[config.mk]
export PLATFORM = sky130hd
export DESIGN_NAME = utc_datetime_to_unix_seconds
export DESIGN_NICKNAME = d
export VERILOG_FILES = /design/src/hdl/utcsec_pkg.sv /design/src/hdl/utcsec_year.sv /design/src/hdl/utcsec_day.sv /design/src/hdl/utcsec_secs.sv /design/src/hdl/utc_datetime_to_unix_seconds.sv
export SDC_FILE = /design/constraint.sdc
export NUM_CORES = 1
export LEC_CHECK = 0
export BUFFER_PORTS_ARGS = -buffer_cell sky130_fd_sc_hd__buf_4
export CAP_MARGIN = 15
export CORE_ASPECT_RATIO = 0.6
export CORE_MARGIN = 8
export CORE_UTILIZATION = 35
export CTS_CLUSTER_SIZE = 10
export DETAILED_ROUTE_END_ITERATION = 10
export PLACE_DENSITY_LB_ADDON = 0.25
export SLEW_MARGIN = 10
export SYNTH_ARGS = -nofsm -noshare
export SYNTH_HDL_FRONTEND = slang
export SYNTH_SLANG_ARGS = --single-unit
[constraint.sdc]
create_clock -name clk -period 11.7 [get_ports clk]
set_input_delay 1.17 -clock clk [delete_from_list [all_inputs] [get_ports clk]]
set_output_delay 1.17 -clock clk [all_outputs]
set_load 0.05 [all_outputs]
[src/hdl/utcsec_pkg.sv]
// ----------------------------------------------------------------------------
// utcsec_pkg
// Types, constants and calendar tables for the UTC date to Unix seconds
// pipeline.
// ----------------------------------------------------------------------------
package utcsec_pkg;

    localparam logic [13:0] EPOCH_YEAR = 14'd1970;
    localparam logic [13:0] LAST_YEAR  = 14'd9999;
    localparam logic [4:0]  HOURS_PER_DAY = 5'd24;
    localparam logic [5:0]  MINS_PER_HOUR = 6'd60;
    localparam logic [5:0]  SECS_PER_MIN  = 6'd60;
    localparam logic [3:0]  MONTH_FEB  = 4'd2;
    localparam logic [3:0]  MONTH_DEC  = 4'd12;

    // floor(x / 25) = (x * RECIP_25) >> RECIP_SHIFT for x < 43690
    localparam logic [24:0] RECIP_25    = 25'd5243;
    localparam int          RECIP_SHIFT = 17;

    // leap days in years 1..1969
    localparam logic [11:0] LEAPS_BEFORE_EPOCH = 12'd477;

    localparam logic [21:0] DAYS_PER_YEAR = 22'd365;
    localparam logic [37:0] SECS_PER_DAY  = 38'd86400;
    localparam logic [16:0] SECS_PER_HOUR = 17'd3600;

    typedef struct packed {
        logic [13:0] year;
        logic [3:0]  month;
        logic [4:0]  day;
        logic [4:0]  hour;
        logic [5:0]  minute;
        logic [5:0]  second;
    } date_t;

    typedef struct packed {
        logic [37:0] epoch_secs;
        logic        status;
    } result_t;

    // after the range checks and the divide-by-25 products
    typedef struct packed {
        logic        ok;
        logic [13:0] year;
        logic [12:0] year_off;
        logic [11:0] prev_q4;
        logic [24:0] prev_prod;
        logic [24:0] year_prod;
        logic [3:0]  month;
        logic [4:0]  day;
        logic [4:0]  hour;
        logic [5:0]  minute;
        logic [5:0]  second;
    } yr_stage_t;

    // day count to Jan 1 known, leap flag settled, day checked
    typedef struct packed {
        logic        ok;
        logic        leap;
        logic [21:0] days_year;
        logic [3:0]  month;
        logic [4:0]  day;
        logic [4:0]  hour;
        logic [5:0]  minute;
        logic [5:0]  second;
    } day_stage_t;

    typedef struct packed {
        logic        ok;
        logic [21:0] days;
        logic [16:0] tod;
    } sec_stage_t;

    function automatic logic [4:0] month_len(input logic [3:0] month, input logic leap);
        logic [4:0] len;
        unique case (month)
            4'd1, 4'd3, 4'd5, 4'd7, 4'd8, 4'd10, 4'd12: len = 5'd31;
            4'd4, 4'd6, 4'd9, 4'd11:                    len = 5'd30;
            4'd2:                                       len = leap ? 5'd29 : 5'd28;
            default:                                    len = 5'd0;
        endcase
        return len;
    endfunction

    // days before the first of the month, non-leap year
    function automatic logic [8:0] month_start(input logic [3:0] month);
        logic [8:0] d;
        unique case (month)
            4'd1:    d = 9'd0;
            4'd2:    d = 9'd31;
            4'd3:    d = 9'd59;
            4'd4:    d = 9'd90;
            4'd5:    d = 9'd120;
            4'd6:    d = 9'd151;
            4'd7:    d = 9'd181;
            4'd8:    d = 9'd212;
            4'd9:    d = 9'd243;
            4'd10:   d = 9'd273;
            4'd11:   d = 9'd304;
            4'd12:   d = 9'd334;
            default: d = 9'd0;
        endcase
        return d;
    endfunction

endpackage

[src/hdl/utcsec_year.sv]
// ----------------------------------------------------------------------------
// utcsec_year
// Stages 1 and 2: field range checks, leap rule and day count up to Jan 1.
// ----------------------------------------------------------------------------
module utcsec_year import utcsec_pkg::*;
(
    input  logic       clk,
    input  logic       rst_n,
    input  logic       in_valid,
    input  date_t      in_date,
    output logic       out_valid,
    output day_stage_t out_stage
);

    logic       s1_valid_reg;
    yr_stage_t  s1_reg;
    yr_stage_t  s1_next;
    logic       s2_valid_reg;
    day_stage_t s2_reg;
    day_stage_t s2_next;

    logic [13:0] prev_year;
    logic [11:0] year_q4;
    logic [7:0]  prev_q100;
    logic [7:0]  year_q100;
    logic        div100;
    logic        leap;
    logic [11:0] leaps;

    always_comb
    begin
        prev_year = in_date.year - 14'd1;
        year_q4   = in_date.year[13:2];

        s1_next.ok = (in_date.year >= EPOCH_YEAR) && (in_date.year <= LAST_YEAR)
                  && (in_date.month != 4'd0) && (in_date.month <= MONTH_DEC)
                  && (in_date.day != 5'd0)
                  && (in_date.hour < HOURS_PER_DAY)
                  && (in_date.minute < MINS_PER_HOUR)
                  && (in_date.second < SECS_PER_MIN);
        s1_next.year      = in_date.year;
        s1_next.year_off  = 13'(in_date.year - EPOCH_YEAR);
        s1_next.prev_q4   = prev_year[13:2];
        // /100 as (/4) then (/25) by reciprocal
        s1_next.prev_prod = 25'(prev_year[13:2]) * RECIP_25;
        s1_next.year_prod = 25'(year_q4) * RECIP_25;
        s1_next.month     = in_date.month;
        s1_next.day       = in_date.day;
        s1_next.hour      = in_date.hour;
        s1_next.minute    = in_date.minute;
        s1_next.second    = in_date.second;
    end

    always_comb
    begin
        prev_q100 = 8'(s1_reg.prev_prod >> RECIP_SHIFT);
        year_q100 = 8'(s1_reg.year_prod >> RECIP_SHIFT);
        div100    = (14'(year_q100) * 14'd100) == s1_reg.year;
        leap      = (s1_reg.year[1:0] == 2'b00) && (!div100 || (year_q100[1:0] == 2'b00));
        // leap days in years 1970..year-1
        leaps     = s1_reg.prev_q4 - 12'(prev_q100) + 12'(prev_q100 >> 2) - LEAPS_BEFORE_EPOCH;

        s2_next.ok        = s1_reg.ok && (s1_reg.day <= month_len(s1_reg.month, leap));
        s2_next.leap      = leap;
        s2_next.days_year = 22'(s1_reg.year_off) * DAYS_PER_YEAR + 22'(leaps);
        s2_next.month     = s1_reg.month;
        s2_next.day       = s1_reg.day;
        s2_next.hour      = s1_reg.hour;
        s2_next.minute    = s1_reg.minute;
        s2_next.second    = s1_reg.second;
    end

    always_ff @(posedge clk or negedge rst_n)
    begin
        if (!rst_n)
        begin
            s1_valid_reg <= 1'b0;
            s2_valid_reg <= 1'b0;
        end
        else
        begin
            s1_valid_reg <= in_valid;
            s2_valid_reg <= s1_valid_reg;
        end
    end

    always_ff @(posedge clk)
    begin
        s1_reg <= s1_next;
        s2_reg <= s2_next;
    end

    assign out_valid = s2_valid_reg;
    assign out_stage = s2_reg;

endmodule

[src/hdl/utcsec_day.sv]
// ----------------------------------------------------------------------------
// utcsec_day
// Stage 3: day of the epoch and second of the day.
// ----------------------------------------------------------------------------
module utcsec_day import utcsec_pkg::*;
(
    input  logic       clk,
    input  logic       rst_n,
    input  logic       in_valid,
    input  day_stage_t in_stage,
    output logic       out_valid,
    output sec_stage_t out_stage
);

    logic       valid_reg;
    sec_stage_t stage_reg;
    sec_stage_t stage_next;

    always_comb
    begin
        stage_next.ok   = in_stage.ok;
        stage_next.days = in_stage.days_year
                        + 22'(month_start(in_stage.month))
                        + 22'(in_stage.leap && (in_stage.month > MONTH_FEB))
                        + 22'(in_stage.day) - 22'd1;
        stage_next.tod  = 17'(in_stage.hour) * SECS_PER_HOUR
                        + 17'(in_stage.minute) * 17'd60
                        + 17'(in_stage.second);
    end

    always_ff @(posedge clk or negedge rst_n)
    begin
        if (!rst_n)
            valid_reg <= 1'b0;
        else
            valid_reg <= in_valid;
    end

    always_ff @(posedge clk)
    begin
        stage_reg <= stage_next;
    end

    assign out_valid = valid_reg;
    assign out_stage = stage_reg;

endmodule

[src/hdl/utcsec_secs.sv]
// ----------------------------------------------------------------------------
// utcsec_secs
// Stage 4: days times 86400 plus second of day, zeroed on a bad date.
// ----------------------------------------------------------------------------
module utcsec_secs import utcsec_pkg::*;
(
    input  logic       clk,
    input  logic       rst_n,
    input  logic       in_valid,
    input  sec_stage_t in_stage,
    output logic       out_valid,
    output result_t    out_data
);

    logic    valid_reg;
    result_t result_reg;
    result_t result_next;

    always_comb
    begin
        result_next.status     = !in_stage.ok;
        result_next.epoch_secs = in_stage.ok
                               ? 38'(in_stage.days) * SECS_PER_DAY + 38'(in_stage.tod)
                               : 38'd0;
    end

    always_ff @(posedge clk or negedge rst_n)
    begin
        if (!rst_n)
            valid_reg <= 1'b0;
        else
            valid_reg <= in_valid;
    end

    always_ff @(posedge clk)
    begin
        result_reg <= result_next;
    end

    assign out_valid = valid_reg;
    assign out_data  = result_reg;

endmodule

[src/hdl/utc_datetime_to_unix_seconds.sv]
// ----------------------------------------------------------------------------
// utc_datetime_to_unix_seconds
// Each accepted date passes the year, day and seconds stages in turn to its done beat.
// Throughput: one date per cycle; busy stays low, the four-stage pipeline
// never stalls and results go out in input order.
// Reset clears the stage valid bits only; nothing is in flight afterwards.
// ----------------------------------------------------------------------------
module utc_datetime_to_unix_seconds import utcsec_pkg::*;
(
    input  logic    clk,
    input  logic    rst_n,
    input  logic    start,
    output logic    busy,
    input  date_t   item,
    output logic    done,
    output result_t result
);

    logic       yr_valid;
    day_stage_t yr_stage;
    logic       day_valid;
    sec_stage_t day_stage;

    assign busy = 1'b0;

    utcsec_year u_year (
        .clk       (clk),
        .rst_n     (rst_n),
        .in_valid  (start && !busy),
        .in_date   (item),
        .out_valid (yr_valid),
        .out_stage (yr_stage)
    );

    utcsec_day u_day (
        .clk       (clk),
        .rst_n     (rst_n),
        .in_valid  (yr_valid),
        .in_stage  (yr_stage),
        .out_valid (day_valid),
        .out_stage (day_stage)
    );

    utcsec_secs u_secs (
        .clk       (clk),
        .rst_n     (rst_n),
        .in_valid  (day_valid),
        .in_stage  (day_stage),
        .out_valid (done),
        .out_data  (result)
    );

    // every accepted beat comes out as a done beat at the end of the pipeline
    a_latency: assert property (@(posedge clk) disable iff (!rst_n)
        (start && !busy) |-> ##4 done)
        else $error("result beat missing four cycles after accept");

    a_no_spurious: assert property (@(posedge clk) disable iff (!rst_n)
        done |-> $past(start && !busy, 4))
        else $error("result beat without an accepted input");

    a_invalid_zero: assert property (@(posedge clk) disable iff (!rst_n)
        (done && result.status) |-> (result.epoch_secs == 38'd0))
        else $error("invalid date with nonzero seconds");

    a_range: assert property (@(posedge clk) disable iff (!rst_n)
        (done && !result.status) |-> (result.epoch_secs <= 38'd253402300799))
        else $error("seconds beyond last supported date");

endmodule
==> reports/results.txt <==
count leader, synth -> ha_1
RR Startpoint -> u_day.out_stage[21]$_DFF_P_
Post-route DRC -> 0
Area Growth Syn to Fin -> 11.1%
number of synthesized flops with an enable pin -> 0
Arr. time, crit path -> 8.24 ns
Async SR Flop Fraction -> 1.79%
initial antenna violation count -> 1
Critical-path top delay cell -> fa_1
crit path time final -> 7.76 ns
CTS tree -> done
Yosys reg bits -> 223
htree depth -> 1
share of layout cells above drive strength 1 -> 6.12%
Post-CTS Hold Buffers -> 0
die area -> 73,600 um^2
list of most frequent post-synthesis cells -> ha_1 (509), inv_1 (507), dfxtp_1 (219)
final WL -> 47.5 mm
RSZ-0062 raised after global routing -> no
Worst slew margin -> 29.3%
clk_lat worst skew -> 0.59 ns
Detailed Routing Iterations Pass 1 -> 5
Crit. End Element -> flop
Area contributors post-synth -> ha_1 (28%), dfxtp_1 (19%), fa_1 (19%)
ANT nets after route -> 0
HP Start -> u_year.s1_reg[11]$_DFF_P_
hold path depth -> 0
Hold/Removal Path Class -> flop to flop
Hold WS -> 0.315 ns
Post-Syn Nets -> 3,090
PostCTS Resize Cnt -> 0
Final nets -> 3,192
post-route setup TNS -> 0 ns
Crit path top cell by count -> inv_1
ys flop type -> dfxtp_1
DP HPWL -> 40.7 mm
Max Cap Viol -> 0
largest net degree at the start of global routing -> 28
vias in the first global route -> 16,000
Reg2Reg Depth -> 18
Initial DRC Count -> 623
Layout Skew -> 0.0527 ns
largest area contributor in the synthesized netlist -> ha_1
CP startpoint -> item[28]
Max Freq -> 129 MHz
Final Hold Viols -> 0
critical path type -> input pin to flop
final setup fails -> 0
row count -> 72
Mapped Area -> 22,700 um^2
Total Routing Usage GR -> 13.2%
Max stage delay on crit path -> 0.53 ns
clk buf depth -> 3
Warnings, synthesis -> 0
Die W -> 345 um
via count -> 15,200
Mapped Cells -> 2,322
Die Y -> 213 um
postcts setup bufs -> 0
global-route wire length before repair -> 80.6 mm
global route overflow -> 0
sequential area share after synthesis -> 19.7%
total clock sinks -> 223
Critical Path RT -> 12.19 ns
initial cell density of the core -> 35.3%
crit-path max FO -> 6
Yosys top cell area share -> 28.0%
core area -> 64,300 um^2
wire length per cell -> 14.4 um
Routability Congestion -> 0.861
Area after DPL -> 24,400 um^2
CP Launch Type -> input pin
root buf cell -> clkbuf_16
status -> finished, final reports clean
clock buffer count from CTS -> 28
Slew Viols, Final -> 0
Post-Syn Area per Cell -> 9.78 um^2
Tcrit/Tclk final -> 66.3%
IO Pins -> 84
# port buffers -> 82
Least-Margin Pin Slew -> 1.05 ns
Cell variety after synth -> 80
vias per std cell -> 4.62
final instance area -> 25,200 um^2
max reg flops -> 73
CTS clk-pin slew, worst paths -> 0.06 ns
## through the flow
stage | setup slack, ns | std cells | util, %
after detailed placement | 3.32 | 3245 | 37.9
final | 3.94 | 3285 | 39.2
after global routing | 3.47 | 3284 | 39.2
after global placement | 3.49 | 3245 | 37.9
after floorplan | 4.25 | 2322 | -
after CTS | 3.98 | 3284 | 39.2
## layout by cell type, fill, tap and decap left out, drive strengths merged, types with 8 or more instances in the layout
cell    Yosys  final
o21a       11     11
nor3       39     39
or3        16     16
o31ai      12     12
buf         3     87
or2        11     11
xnor2     132    132
o211ai      8      8
and3       10     10
xor2       43     43
nor2b      18     18
a21o       44     44
dfxtp     219    219
o21bai     18     18
nand2b     15     15
nor2       82     82
o21ai      49     49
clkbuf     12     35
nand4       9      9
a21oi     102    102
fa        216    216
ha        509    509
a211oi     14     14
nand2      70     70
and2       20     20
inv       507    508
nand3      25     25
## path summary, 6_finish.rpt
path | endpoint | slack (ns)
max | u_year.prev_q100[7]$_DFF_P_ | 3.94
min | u_year.out_stage[11]$_DFF_P_ | 0.31
max reg2reg | u_secs.out_data[35]$_SDFF_PN0_ | 5.36
max in group asynchronous | u_year.s1_valid_reg$_DFF_PN0_ | 11.20
min reg2reg | u_year.out_stage[11]$_DFF_P_ | 0.31
min in group asynchronous | u_secs.out_valid$_DFF_PN0_ | 0.40
## logic make-up after synthesis
family | after synthesis | synth area share, %
AO/OA/AOI/OAI | 319 | 9.42
other | 1 | 0.0165
adder cells (fa/ha/maj) | 725 | 47.1
AND/OR/NAND/NOR | 348 | 7.85
buffers and inverters | 524 | 8.69
XOR/XNOR | 175 | 6.82
multiplexers | 7 | 0.369
flip-flops | 223 | 19.7
## layer usage
metal,vias up,track usage [%],part of all wire (%)
met4,0,2.53,1.9
li1,7796,-,-
met1,7185,19.9,54
met2,149,19.7,40
met3,55,2.51,3.8
met5,-,0,0
## area by class of cell
class	instances	area [um^2]
antenna	1	2.50
clock buffer	35	778
clock inverter	4	73.8
fill	6408	39100
inverter	509	1910
multi-input combinational	1575	16300
sequential	223	4480
tap	851	1060
timing repair buffer	87	653
## worst max-delay path: cells and delay by family
family | cells | cell delay, ns
buffers and inverters | 6 | 0.50
XOR/XNOR | 3 | 0.83
adder cells (fa/ha/maj) | 7 | 2.65
AND/OR/NAND/NOR | 5 | 1.10
AO/OA/AOI/OAI | 8 | 1.95
Power is not shown: default switching activity piles up to over one toggle a cycle in this logic, so the estimate is an artifact.
